[src/rtl/neb_pkg.sv]
package neb_pkg;

   localparam int KEEP_TONES    = 3;
   localparam int FOLD_LOW      = 35;
   localparam int HI_N          = KEEP_TONES - 1;
   localparam int HI_IW         = (HI_N > 1) ? $clog2(HI_N) : 1;
   localparam int HI_CW         = $clog2(HI_N + 1);
   localparam int FOLD_UP_STEPS = (FOLD_LOW + 11) / 12;
   localparam int FOLD_DN_STEPS = (127 - (FOLD_LOW + 63) + 11) / 12;

   localparam int REQ_DATA_W = 32;
   localparam int REQ_USER_W = 2;
   localparam int RSP_DATA_W = 8;

   localparam logic [11:0] MAX_TICKS    = 12'd3528;
   localparam logic [11:0] DELAY_STEP   = 12'd63;
   localparam logic [3:0]  DRUM_CHANNEL = 4'd9;

   localparam logic [7:0] BYTE_DELAY_FULL = 8'h7F;
   localparam logic [7:0] BYTE_DELAY_REST = 8'h40;
   localparam logic [7:0] BYTE_END        = 8'hFF;
   localparam logic [7:0] NOISE_NONE      = 8'h00;

   localparam logic [7:0] NOISE_CRASH = 8'hBC;
   localparam logic [7:0] NOISE_RIDE  = 8'hB5;
   localparam logic [7:0] NOISE_SNARE = 8'h84;
   localparam logic [7:0] NOISE_BASS  = 8'h86;
   localparam logic [7:0] NOISE_LTOM  = 8'h82;
   localparam logic [7:0] NOISE_MTOM  = 8'h81;
   localparam logic [7:0] NOISE_HTOM  = 8'h80;
   localparam logic [7:0] NOISE_OHAT  = 8'hB4;
   localparam logic [7:0] NOISE_CHAT  = 8'hA5;

   localparam int DC_CRASH = 0;
   localparam int DC_RIDE  = 1;
   localparam int DC_SNARE = 2;
   localparam int DC_BASS  = 3;
   localparam int DC_LTOM  = 4;
   localparam int DC_MTOM  = 5;
   localparam int DC_HTOM  = 6;
   localparam int DC_OHAT  = 7;
   localparam int DC_CHAT  = 8;
   localparam int DC_N     = 9;

   typedef enum logic [1:0] {
      REQ_DELAY = 2'd0,
      REQ_NOTE  = 2'd1,
      REQ_END   = 2'd2
   } req_kind_type;

   typedef struct packed {
      logic accept;
      logic emit_delay;
      logic emit_lo;
      logic emit_hi;
      logic emit_noise;
      logic emit_end;
   } neb_cmd_type;

   typedef struct packed {
      logic delay_pend;
      logic lo_pend;
      logic hi_pend;
      logic noise_pend;
      logic end_pend;
      logic out_free;
   } neb_status_type;

   function automatic logic [5:0] fold_note(input logic [6:0] note);
      logic [7:0] v;
      v = {1'b0, note};
      for (int i = 0; i < FOLD_UP_STEPS; i++) begin
         if (v < 8'(FOLD_LOW)) begin
            v = v + 8'd12;
         end
      end
      for (int i = 0; i < FOLD_DN_STEPS; i++) begin
         if (v > 8'(FOLD_LOW + 63)) begin
            v = v - 8'd12;
         end
      end
      return 6'(v - 8'(FOLD_LOW));
   endfunction

   function automatic logic [DC_N-1:0] drum_class(input logic [6:0] note);
      logic [DC_N-1:0] m;
      m = '0;
      case (note)
         7'd49, 7'd57: begin
            m[DC_CRASH] = 1'b1;
         end
         7'd51, 7'd59: begin
            m[DC_RIDE] = 1'b1;
         end
         7'd37, 7'd38, 7'd39, 7'd40, 7'd52: begin
            m[DC_SNARE] = 1'b1;
         end
         7'd55: begin
            m[DC_SNARE] = 1'b1;
            m[DC_OHAT]  = 1'b1;
         end
         7'd35, 7'd36, 7'd41, 7'd45: begin
            m[DC_BASS] = 1'b1;
         end
         7'd47, 7'd61, 7'd64, 7'd66, 7'd68, 7'd77: begin
            m[DC_LTOM] = 1'b1;
         end
         7'd48, 7'd60, 7'd62, 7'd63, 7'd65, 7'd67, 7'd76: begin
            m[DC_MTOM] = 1'b1;
         end
         7'd50, 7'd56, 7'd71, 7'd72, 7'd80, 7'd81: begin
            m[DC_HTOM] = 1'b1;
         end
         7'd46, 7'd53, 7'd54, 7'd58, 7'd70: begin
            m[DC_OHAT] = 1'b1;
         end
         7'd42, 7'd44: begin
            m[DC_CHAT] = 1'b1;
         end
         default: begin
            m = '0;
         end
      endcase
      return m;
   endfunction

   function automatic logic [7:0] noise_pick(input logic [DC_N-1:0] flags);
      logic [7:0] c;
      c = NOISE_NONE;
      if (flags[DC_CRASH]) begin
         c = NOISE_CRASH;
      end else if (flags[DC_RIDE]) begin
         c = NOISE_RIDE;
      end else if (flags[DC_SNARE]) begin
         c = NOISE_SNARE;
      end else if (flags[DC_BASS]) begin
         c = NOISE_BASS;
      end else if (flags[DC_LTOM]) begin
         c = NOISE_LTOM;
      end else if (flags[DC_MTOM]) begin
         c = NOISE_MTOM;
      end else if (flags[DC_HTOM]) begin
         c = NOISE_HTOM;
      end else if (flags[DC_OHAT]) begin
         c = NOISE_OHAT;
      end else if (flags[DC_CHAT]) begin
         c = NOISE_CHAT;
      end
      return c;
   endfunction

endpackage

[src/rtl/note_event_byte_encoder.sv]
// A taken request's bytes go out in order: delay bytes, the lowest tone, the upper tone
// bytes, a noise byte and the end byte, each loaded into the registered result output.
// The byte sequencer emits one byte a cycle while the result channel is free; a stalled
// result channel holds it. Only one request is in work at a time; the last byte may wait
// while the next request is taken. Synchronous active-high reset empties the event state.
module note_event_byte_encoder
   import neb_pkg::*;
(
   input  logic                  clock,
   input  logic                  reset,
   input  logic                  req_tvalid,
   output logic                  req_tready,
   // [11:0] delay_ticks, [15:12] channel, [22:16] note_number, [29:23] velocity
   input  logic [REQ_DATA_W-1:0] req_tdata,
   // [1:0] req_type
   input  logic [REQ_USER_W-1:0] req_tuser,
   output logic                  rsp_tvalid,
   input  logic                  rsp_tready,
   // [7:0] out_byte
   output logic [RSP_DATA_W-1:0] rsp_tdata,
   output logic                  rsp_tlast
);

   neb_cmd_type    cmd;
   neb_status_type status;

   neb_ctrl u_ctrl (
      .clock      (clock),
      .reset      (reset),
      .req_tvalid (req_tvalid),
      .req_tready (req_tready),
      .status     (status),
      .cmd        (cmd)
   );

   neb_dpath u_dpath (
      .clock      (clock),
      .reset      (reset),
      .cmd        (cmd),
      .status     (status),
      .req_tdata  (req_tdata),
      .req_tuser  (req_tuser),
      .rsp_tready (rsp_tready),
      .rsp_tvalid (rsp_tvalid),
      .rsp_tdata  (rsp_tdata),
      .rsp_tlast  (rsp_tlast)
   );

endmodule

[src/rtl/neb_ctrl.sv]
module neb_ctrl
   import neb_pkg::*;
(
   input  logic           clock,
   input  logic           reset,
   input  logic           req_tvalid,
   output logic           req_tready,
   input  neb_status_type status,
   output neb_cmd_type    cmd
);

   typedef enum logic [5:0] {
      ST_IDLE   = 6'b000001,
      ST_DELAY  = 6'b000010,
      ST_LOW    = 6'b000100,
      ST_HIGH   = 6'b001000,
      ST_NOISE  = 6'b010000,
      ST_FINISH = 6'b100000
   } state_type;

   state_type state_ff;
   state_type state_in;

   always_comb begin
      state_in   = state_ff;
      cmd        = '0;
      req_tready = 1'b0;
      case (state_ff)
         ST_IDLE: begin
            req_tready = 1'b1;
            if (req_tvalid) begin
               cmd.accept = 1'b1;
               state_in   = ST_DELAY;
            end
         end
         ST_DELAY: begin
            if (!status.delay_pend) begin
               state_in = ST_LOW;
            end else if (status.out_free) begin
               cmd.emit_delay = 1'b1;
            end
         end
         ST_LOW: begin
            if (!status.lo_pend) begin
               state_in = ST_HIGH;
            end else if (status.out_free) begin
               cmd.emit_lo = 1'b1;
               state_in    = ST_HIGH;
            end
         end
         ST_HIGH: begin
            if (!status.hi_pend) begin
               state_in = ST_NOISE;
            end else if (status.out_free) begin
               cmd.emit_hi = 1'b1;
            end
         end
         ST_NOISE: begin
            if (!status.noise_pend) begin
               state_in = ST_FINISH;
            end else if (status.out_free) begin
               cmd.emit_noise = 1'b1;
               state_in       = ST_FINISH;
            end
         end
         ST_FINISH: begin
            if (!status.end_pend) begin
               state_in = ST_IDLE;
            end else if (status.out_free) begin
               cmd.emit_end = 1'b1;
               state_in     = ST_IDLE;
            end
         end
         default: begin
            state_in = ST_IDLE;
         end
      endcase
   end

   always_ff @(posedge clock) begin
      if (reset) begin
         state_ff <= ST_IDLE;
      end else begin
         state_ff <= state_in;
      end
   end

endmodule

[src/rtl/neb_dpath.sv]
module neb_dpath
   import neb_pkg::*;
(
   input  logic                  clock,
   input  logic                  reset,
   input  neb_cmd_type           cmd,
   output neb_status_type        status,
   input  logic [REQ_DATA_W-1:0] req_tdata,
   input  logic [REQ_USER_W-1:0] req_tuser,
   input  logic                  rsp_tready,
   output logic                  rsp_tvalid,
   output logic [RSP_DATA_W-1:0] rsp_tdata,
   output logic                  rsp_tlast
);

   logic [11:0]   req_delay;
   logic [3:0]    req_channel;
   logic [6:0]    req_note;
   logic [6:0]    req_velocity;
   req_kind_type  req_kind;
   logic [11:0]   dt;
   logic [12:0]   ext_sum;

   logic            open_ff, open_in;
   logic            first_ff, first_in;
   logic [11:0]     pending_ff, pending_in;
   logic            tones_any_ff, tones_any_in;
   logic [6:0]      lo_ff, lo_in;
   logic [6:0]      hi_ff [HI_N];
   logic [6:0]      hi_in [HI_N];
   logic [HI_CW-1:0] hi_cnt_ff, hi_cnt_in;
   logic [DC_N-1:0] drums_ff, drums_in;

   logic [11:0]     cnt_ff, cnt_in;
   logic            snap_lo_valid_ff, snap_lo_valid_in;
   logic [6:0]      snap_lo_ff, snap_lo_in;
   logic [6:0]      snap_hi_ff [HI_N];
   logic [6:0]      snap_hi_in [HI_N];
   logic [HI_CW-1:0] snap_cnt_ff, snap_cnt_in;
   logic [7:0]      snap_noise_ff, snap_noise_in;
   logic            end_pend_ff, end_pend_in;

   logic            rsp_valid_ff, rsp_valid_in;
   logic [7:0]      rsp_byte_ff, rsp_byte_in;
   logic            rsp_last_ff, rsp_last_in;

   logic            dup;
   logic [HI_CW-1:0] pos;
   logic [6:0]      hi_ins [HI_N];
   logic [HI_CW-1:0] hi_cnt_ins;
   logic [6:0]      lo_ins;
   logic [HI_CW-1:0] snap_cnt_cl;
   logic [HI_CW-1:0] snap_dec;
   logic            close_go;
   logic            delay_go;
   logic            end_go;
   logic            rest_after_delay;
   logic            load;

   assign req_delay    = req_tdata[11:0];
   assign req_channel  = req_tdata[15:12];
   assign req_note     = req_tdata[22:16];
   assign req_velocity = req_tdata[29:23];
   assign req_kind     = req_kind_type'(req_tuser);
   assign dt           = (req_delay > MAX_TICKS) ? MAX_TICKS : req_delay;
   assign ext_sum      = {1'b0, pending_ff} + {1'b0, dt};

   // A note counts as present when it is the lowest tone or in the high list;
   // a note that is already present changes neither.
   always_comb begin
      dup         = tones_any_ff && (lo_ff == req_note);
      pos         = '0;
      snap_cnt_cl = '0;
      for (int i = 0; i < HI_N; i++) begin
         if (HI_CW'(i) < hi_cnt_ff) begin
            if (hi_ff[i] == req_note) begin
               dup = 1'b1;
            end
            if (hi_ff[i] > req_note) begin
               pos = pos + 1'b1;
            end
            if (hi_ff[i] != lo_ff) begin
               snap_cnt_cl = snap_cnt_cl + 1'b1;
            end
         end
      end
      for (int i = 0; i < HI_N; i++) begin
         if (HI_CW'(i) < pos) begin
            hi_ins[i] = hi_ff[i];
         end else if (HI_CW'(i) == pos) begin
            hi_ins[i] = req_note;
         end else begin
            hi_ins[i] = hi_ff[(i > 0) ? i - 1 : 0];
         end
      end
      hi_cnt_ins = (hi_cnt_ff == HI_CW'(HI_N)) ? hi_cnt_ff : hi_cnt_ff + 1'b1;
      lo_ins     = (!tones_any_ff || (req_note < lo_ff)) ? req_note : lo_ff;
   end

   assign snap_dec         = snap_cnt_ff - 1'b1;
   assign rest_after_delay = snap_lo_valid_ff || (snap_cnt_ff != '0) ||
                             (snap_noise_ff != NOISE_NONE) || end_pend_ff;
   assign load             = cmd.emit_delay || cmd.emit_lo || cmd.emit_hi ||
                             cmd.emit_noise || cmd.emit_end;

   always_comb begin
      open_in          = open_ff;
      first_in         = first_ff;
      pending_in       = pending_ff;
      tones_any_in     = tones_any_ff;
      lo_in            = lo_ff;
      hi_in            = hi_ff;
      hi_cnt_in        = hi_cnt_ff;
      drums_in         = drums_ff;
      cnt_in           = cnt_ff;
      snap_lo_valid_in = snap_lo_valid_ff;
      snap_lo_in       = snap_lo_ff;
      snap_hi_in       = snap_hi_ff;
      snap_cnt_in      = snap_cnt_ff;
      snap_noise_in    = snap_noise_ff;
      end_pend_in      = end_pend_ff;
      rsp_byte_in      = rsp_byte_ff;
      rsp_last_in      = rsp_last_ff;
      close_go         = 1'b0;
      delay_go         = 1'b0;
      end_go           = 1'b0;

      if (cmd.accept) begin
         case (req_kind)
            REQ_DELAY: begin
               if (open_ff && !tones_any_ff) begin
                  pending_in = (ext_sum > {1'b0, MAX_TICKS}) ? MAX_TICKS : ext_sum[11:0];
               end else begin
                  if (open_ff) begin
                     close_go = 1'b1;
                     first_in = 1'b0;
                  end
                  open_in    = 1'b1;
                  pending_in = dt;
               end
            end
            REQ_NOTE: begin
               if (req_velocity != 7'd0) begin
                  if (!open_ff) begin
                     open_in    = 1'b1;
                     pending_in = '0;
                  end
                  if (req_channel == DRUM_CHANNEL) begin
                     drums_in = drums_ff | drum_class(req_note);
                  end else begin
                     delay_go = !tones_any_ff && !first_ff;
                     if (!dup) begin
                        tones_any_in = 1'b1;
                        lo_in        = lo_ins;
                        hi_in        = hi_ins;
                        hi_cnt_in    = hi_cnt_ins;
                     end
                  end
               end
            end
            REQ_END: begin
               if (open_ff) begin
                  close_go = 1'b1;
                  delay_go = !tones_any_ff && !first_ff;
               end
               end_go     = 1'b1;
               open_in    = 1'b0;
               first_in   = 1'b1;
               pending_in = '0;
            end
            default: begin
            end
         endcase

         cnt_in           = delay_go ? pending_ff : '0;
         snap_lo_valid_in = close_go && tones_any_ff;
         snap_lo_in       = lo_ff;
         snap_hi_in       = hi_ff;
         snap_cnt_in      = close_go ? snap_cnt_cl : '0;
         snap_noise_in    = close_go ? noise_pick(drums_ff) : NOISE_NONE;
         end_pend_in      = end_go;
         if (close_go || end_go) begin
            tones_any_in = 1'b0;
            hi_cnt_in    = '0;
            drums_in     = '0;
         end
      end

      if (cmd.emit_delay) begin
         if (cnt_ff > DELAY_STEP) begin
            rsp_byte_in = BYTE_DELAY_FULL;
            rsp_last_in = 1'b0;
            cnt_in      = cnt_ff - DELAY_STEP;
         end else begin
            rsp_byte_in = BYTE_DELAY_REST | {2'b00, cnt_ff[5:0]};
            rsp_last_in = !rest_after_delay;
            cnt_in      = '0;
         end
      end
      if (cmd.emit_lo) begin
         rsp_byte_in      = {2'b00, fold_note(snap_lo_ff)};
         rsp_last_in      = !((snap_cnt_ff != '0) || (snap_noise_ff != NOISE_NONE) ||
                              end_pend_ff);
         snap_lo_valid_in = 1'b0;
      end
      if (cmd.emit_hi) begin
         rsp_byte_in = {2'b00, fold_note(snap_hi_ff[snap_dec[HI_IW-1:0]])};
         rsp_last_in = !((snap_dec != '0) || (snap_noise_ff != NOISE_NONE) || end_pend_ff);
         snap_cnt_in = snap_dec;
      end
      if (cmd.emit_noise) begin
         rsp_byte_in   = snap_noise_ff;
         rsp_last_in   = !end_pend_ff;
         snap_noise_in = NOISE_NONE;
      end
      if (cmd.emit_end) begin
         rsp_byte_in = BYTE_END;
         rsp_last_in = 1'b1;
         end_pend_in = 1'b0;
      end

      if (load) begin
         rsp_valid_in = 1'b1;
      end else if (rsp_tready) begin
         rsp_valid_in = 1'b0;
      end else begin
         rsp_valid_in = rsp_valid_ff;
      end
   end

   always_ff @(posedge clock) begin
      if (reset) begin
         open_ff          <= 1'b0;
         first_ff         <= 1'b1;
         pending_ff       <= '0;
         tones_any_ff     <= 1'b0;
         hi_cnt_ff        <= '0;
         drums_ff         <= '0;
         cnt_ff           <= '0;
         snap_lo_valid_ff <= 1'b0;
         snap_cnt_ff      <= '0;
         snap_noise_ff    <= NOISE_NONE;
         end_pend_ff      <= 1'b0;
         rsp_valid_ff     <= 1'b0;
      end else begin
         open_ff          <= open_in;
         first_ff         <= first_in;
         pending_ff       <= pending_in;
         tones_any_ff     <= tones_any_in;
         hi_cnt_ff        <= hi_cnt_in;
         drums_ff         <= drums_in;
         cnt_ff           <= cnt_in;
         snap_lo_valid_ff <= snap_lo_valid_in;
         snap_cnt_ff      <= snap_cnt_in;
         snap_noise_ff    <= snap_noise_in;
         end_pend_ff      <= end_pend_in;
         rsp_valid_ff     <= rsp_valid_in;
      end
   end

   always_ff @(posedge clock) begin
      lo_ff       <= lo_in;
      hi_ff       <= hi_in;
      snap_lo_ff  <= snap_lo_in;
      snap_hi_ff  <= snap_hi_in;
      rsp_byte_ff <= rsp_byte_in;
      rsp_last_ff <= rsp_last_in;
   end

   assign status.delay_pend = cnt_ff != '0;
   assign status.lo_pend    = snap_lo_valid_ff;
   assign status.hi_pend    = snap_cnt_ff != '0;
   assign status.noise_pend = snap_noise_ff != NOISE_NONE;
   assign status.end_pend   = end_pend_ff;
   assign status.out_free   = !rsp_valid_ff || rsp_tready;

   assign rsp_tvalid = rsp_valid_ff;
   assign rsp_tdata  = rsp_byte_ff;
   assign rsp_tlast  = rsp_last_ff;

endmodule

[config.mk]
export PLATFORM = sky130hd
export DESIGN_NAME = note_event_byte_encoder
export DESIGN_NICKNAME = d
export VERILOG_FILES = /design/src/rtl/neb_pkg.sv /design/src/rtl/note_event_byte_encoder.sv /design/src/rtl/neb_ctrl.sv /design/src/rtl/neb_dpath.sv
export SDC_FILE = /design/constraint.sdc
export NUM_CORES = 1
export LEC_CHECK = 0
export BUFFER_PORTS_ARGS = -buffer_cell sky130_fd_sc_hd__buf_2
export CAP_MARGIN = 20
export CORE_MARGIN = 2
export CORE_UTILIZATION = 45
export CTS_CLUSTER_SIZE = 14
export DETAILED_ROUTE_END_ITERATION = 6
export PLACE_DENSITY = 0.74
export SLEW_MARGIN = 40
export SYNTH_ARGS = -nofsm -noshare
export SYNTH_HDL_FRONTEND = slang
export SYNTH_HIERARCHICAL = 1
export SYNTH_SLANG_ARGS = --single-unit
export TNS_END_PERCENT = 10
[constraint.sdc]
create_clock -name clock -period 7.02 [get_ports clock]
set_input_delay 1.404 -clock clock [delete_from_list [all_inputs] [get_ports clock]]
set_output_delay 1.404 -clock clock [all_outputs]
set_load 0.01 [all_outputs]
==> impl_metrics.py <==
metrics = {
    "synthesis": {
        "netlist_instances": 1152,
        "synthesis.area_mm2": 0.00948,
        "synth-seq-cells": 107,
        "synth_most_common_cell": "nor2_1",
        "async_reset_ff_share_pct": 0,
        "synth_edf_count": 42,
        "synth_common_cells": "nor2_1, nand2_1, a21oi_1, inv_1, ha_1",
        "yosysWarnings": 6,
        "syn_nets": 1258,
        "syn_avg_cell_area_um2": 8.23,
        "synth_area_leaders": "dfxtp_1, edfxtp_1, ha_1, a21oi_1, nor2_1",
        "yosysUniqueCellTypes": 107,
        "ys.flop_type": "dfxtp_1",
        "synth_top_area_cell": "dfxtp_1",
        "yosysTopAreaCellShare_pct": 13.7,
        "yosysSeqAreaShare_pct": 27.0,
    },
    "clocking": {
        "cts_tree": "yes",
        "clock_latency_ns": 0.35,
        "cts_buffer_depth": 2,
        "cts.sinks": 107,
        "cts_buffers": 9,
        "cts_max_level": 3,
        "cts_root_buf": "clkbuf_16",
        "clk_pin_slew_ns": 0.07,
    },
    "global_route": {
        "grt_pass1_vias": 8629,
        "grt_pass1_wl_um": 41200,
        "grt_usage_pct": 22.4,
        "globalRouteOverflowTotal": 0,
        "antenna_found_initial": 0,
        "grt_max_degree": 41,
    },
    "worst_setup_path": {
        "cp_data_required_time_ns": 7.27,
        "slowest_stage": "dfxtp_4",
        "cpMostUsedCell": "ha_4",
        "reg2regPathDepth": 40,
        "max_stage_delay_ns": 0.44,
        "worst_r2r_startpoint": "u_dpath/snap_cnt_ff[0]",
        "critPathMaxFanout": 7,
        "critPathLaunchType": "flip-flop",
        "crit_arrival_ns": 7.36,
        "reg2reg_setup_slack_ns": -0.08,
        "rr_endpoint": "u_dpath/rsp_tdata[5]",
        "end_kind": "flip-flop",
        "crit_type": "reg -> reg",
    },
    "sta": {
        "fin_tns_setup_ns": -0.0843,
        "fin_crit_sh_pct": 101,
        "relSlewSlack_pct": 47.0,
        "layout_min_cycle_time_ns": 7.10,
        "setup_ws_ns": -0.0843,
        "worst_pin_slew_ns": 0.791,
        "setup_viol": 1,
        "hold_viol": 0,
        "hold_slack_ns": 0.487,
        "fin_skew_ns": 0.0105,
        "drv_slew": 0,
        "rsz0062_at_grt": "true",
        "fmax_ghz": 0.141,
    },
    "final_layout": {
        "drive_above_1_share_pct": 23.1,
        "fillCellCount": 1923,
        "seqCellArea_mm2": 0.00257,
        "fin_cells": 1573,
        "syn2layout_area_growth_pct": 20.4,
        "n_antenna_cell": 0,
        "multi_input_area_mm2": 0.00662,
        "finalNetCount": 1399,
    },
    "power": {
        "finalPower_w": 0.00286,
        "p_leak_nw": 4.58,
        "vdd_drop_max_mv": 0.118,
        "power_density_mw_per_mm2": 251,
    },
    "routing": {
        "route.detailed.drc": 0,
        "routedWlPerCell_um": 16.2,
        "drt_iter0_drc": 750,
        "vias_per_cell": 5.99,
        "vias": 9421,
        "drt_pass1_iterations": 5,
        "ant_nets": 0,
        "wl_um": 25500,
    },
    "worst_hold_path": {
        "hp-class": "reg -> reg",
        "min_to": "u_dpath/cnt_ff[11]",
        "hp-start": "u_dpath/cnt_ff[11]",
        "hold_depth": 2,
    },
    "floorplanning": {
        "coreArea_mm2": 0.0208,
        "dieHeight_um": 149,
        "die_area_mm2": 0.0223,
        "rows": 53,
        "initial_core_util_pct": 45.5,
        "ios": 49,
        "die_w_um": 149,
    },
    "placement": {
        "dp.cells": 1524,
        "numPortBuffers": 46,
        "gp_congestion": 0.872,
        "dp.final_hpwl_um": 19000,
    },
    "run_status": {
        "violations": "setup timing",
        "outcome": "finished with violations",
    },
    "run": {
        "maxCapViolCount": 0,
    },
}
placed cells by master (no fill, tap or decap), types with 7 or more instances in the layout:
cell type  instances
o2111ai_1          7
nor4_1            16
buf_2             46
mux2i_1            9
nand3_1           15
nand4_1           10
o22ai_1            8
and2_1            21
a211o_1            7
o21a_1             9
dfxtp_1           64
o31ai_1            7
inv_1             76
nand2b_1          18
nand2_1           91
o21ai_1            9
a31oi_1           16
xor2_1            10
nor2_1           110
o21bai_1           8
or2_2              9
clkbuf_16          9
o211ai_1          13
or3_1              8
o21ai_0           60
a21o_1            12
nor2b_1           13
xnor2_1           30
buf_4            122
nor3_1            36
a21oi_1           86
edfxtp_1          42
o221ai_1           8
ha_1              59
a211oi_1          25
worst max-delay path: cells and delay by family, from the launching register on:
| family | cells | cell delay [ns] |
|---|---|---|
| compound gates | 16 | 3.49 |
| fa+ha+maj | 6 | 1.03 |
| buf+inv | 6 | 0.38 |
| flops | 1 | 0.44 |
| mux | 3 | 0.63 |
| simple gates | 9 | 1.01 |
area by class of cell:
class / count / area share (%)
clock inverter: 5 / 0.526
multi-input combinational: 914 / 58.0
tap: 275 / 3.01
inverter: 86 / 2.89
timing repair buffer: 175 / 10.9
sequential: 107 / 22.5
clock buffer: 11 / 2.13
power breakdown:
part / total (W) / switching, W / internal, W
clock network: 0.000521 / 0.000232 / 0.000289
registers: 0.000764 / 0.0000608 / 0.000703
logic: 0.00158 / 0.000826 / 0.000753
total: 0.00286 / 0.00112 / 0.00174
through the flow:
step / area (µm²) / util, % / setup slack (ns)
floorplan: 9570 / - / 0.00300
global placement: 10600 / 51.1 / 0.0609
detailed placement: 10700 / 51.2 / -0.0636
CTS: 11000 / 53.0 / 0.00839
global route: 11400 / 54.8 / -0.389
finish: 11400 / 54.8 / -0.0843
kinds of logic (layout without fill, tap and decap cells):
family | Yosys count | after routing | share of synthesized area [%]
AND/OR/NAND/NOR | 401 | 401 | 21.6
flip-flops | 107 | 107 | 27.0
adder cells (fa/ha/maj) | 68 | 68 | 9.05
AO/OA/AOI/OAI | 372 | 372 | 28.4
XOR/XNOR | 44 | 44 | 4.45
buffers and inverters | 131 | 277 | 5.70
multiplexers | 29 | 29 | 3.83
flip-flops by register name, summed over array words and instances (netlist names):
name and count:
u_dpath/rsp_tdata 8, u_dpath/snap_lo_valid_ff 1, u_dpath/pending_ff 12, u_dpath/lo_ff 7, u_dpath/tones_any_ff 1, u_dpath/snap_lo_ff 7
u_ctrl/state_ff 6, u_dpath/rsp_tvalid 1, u_dpath/drums_ff 9, u_dpath/open_ff 1, u_dpath/rsp_tlast 1, u_dpath/end_pend_ff 1
u_dpath/snap_hi_ff 14, u_dpath/hi_cnt_ff 2, u_dpath/first_ff 1, u_dpath/snap_noise_ff 7, u_dpath/hi_ff 14, u_dpath/cnt_ff 12
u_dpath/snap_cnt_ff 2
repair_timing:
action	4_1_cts	5_1_grt
pin swaps	3	35
cloned	0	0
hold endpoints to repair	0	0
gates resized for setup	4	41
hold buffers	0	0
setup endpoints to repair	2	4
setup buffers	7	25
metal layers:
| layer | vias up | GRT usage (%) | routed length, µm |
|---|---|---|---|
| li1 | 4587 | - | - |
| met1 | 4472 | 31.2 | 11600 |
| met2 | 322 | 36.5 | 12100 |
| met3 | 40 | 2.48 | 1350 |
| met4 | 0 | 6.62 | 417 |
| met5 | - | 0 | 0 |
how the worst max path moves through the flow:
stage                                      start                    to  slack (ns)  cells after the start
after floorplan           u_dpath/snap_cnt_ff[0]  u_dpath/rsp_tdata[5]       0.003                     40
after global placement    u_dpath/snap_cnt_ff[0]  u_dpath/rsp_tdata[5]        0.06                     41
after detailed placement  u_dpath/snap_cnt_ff[0]  u_dpath/rsp_tdata[5]       -0.06                     41
after CTS                 u_dpath/snap_cnt_ff[0]  u_dpath/rsp_tdata[5]       0.008                     39
after global routing      u_dpath/snap_cnt_ff[0]  u_dpath/rsp_tdata[5]       -0.39                     39
final                     u_dpath/snap_cnt_ff[0]  u_dpath/rsp_tdata[5]       -0.08                     40
Note: power is estimated with default switching activity, not from simulation.
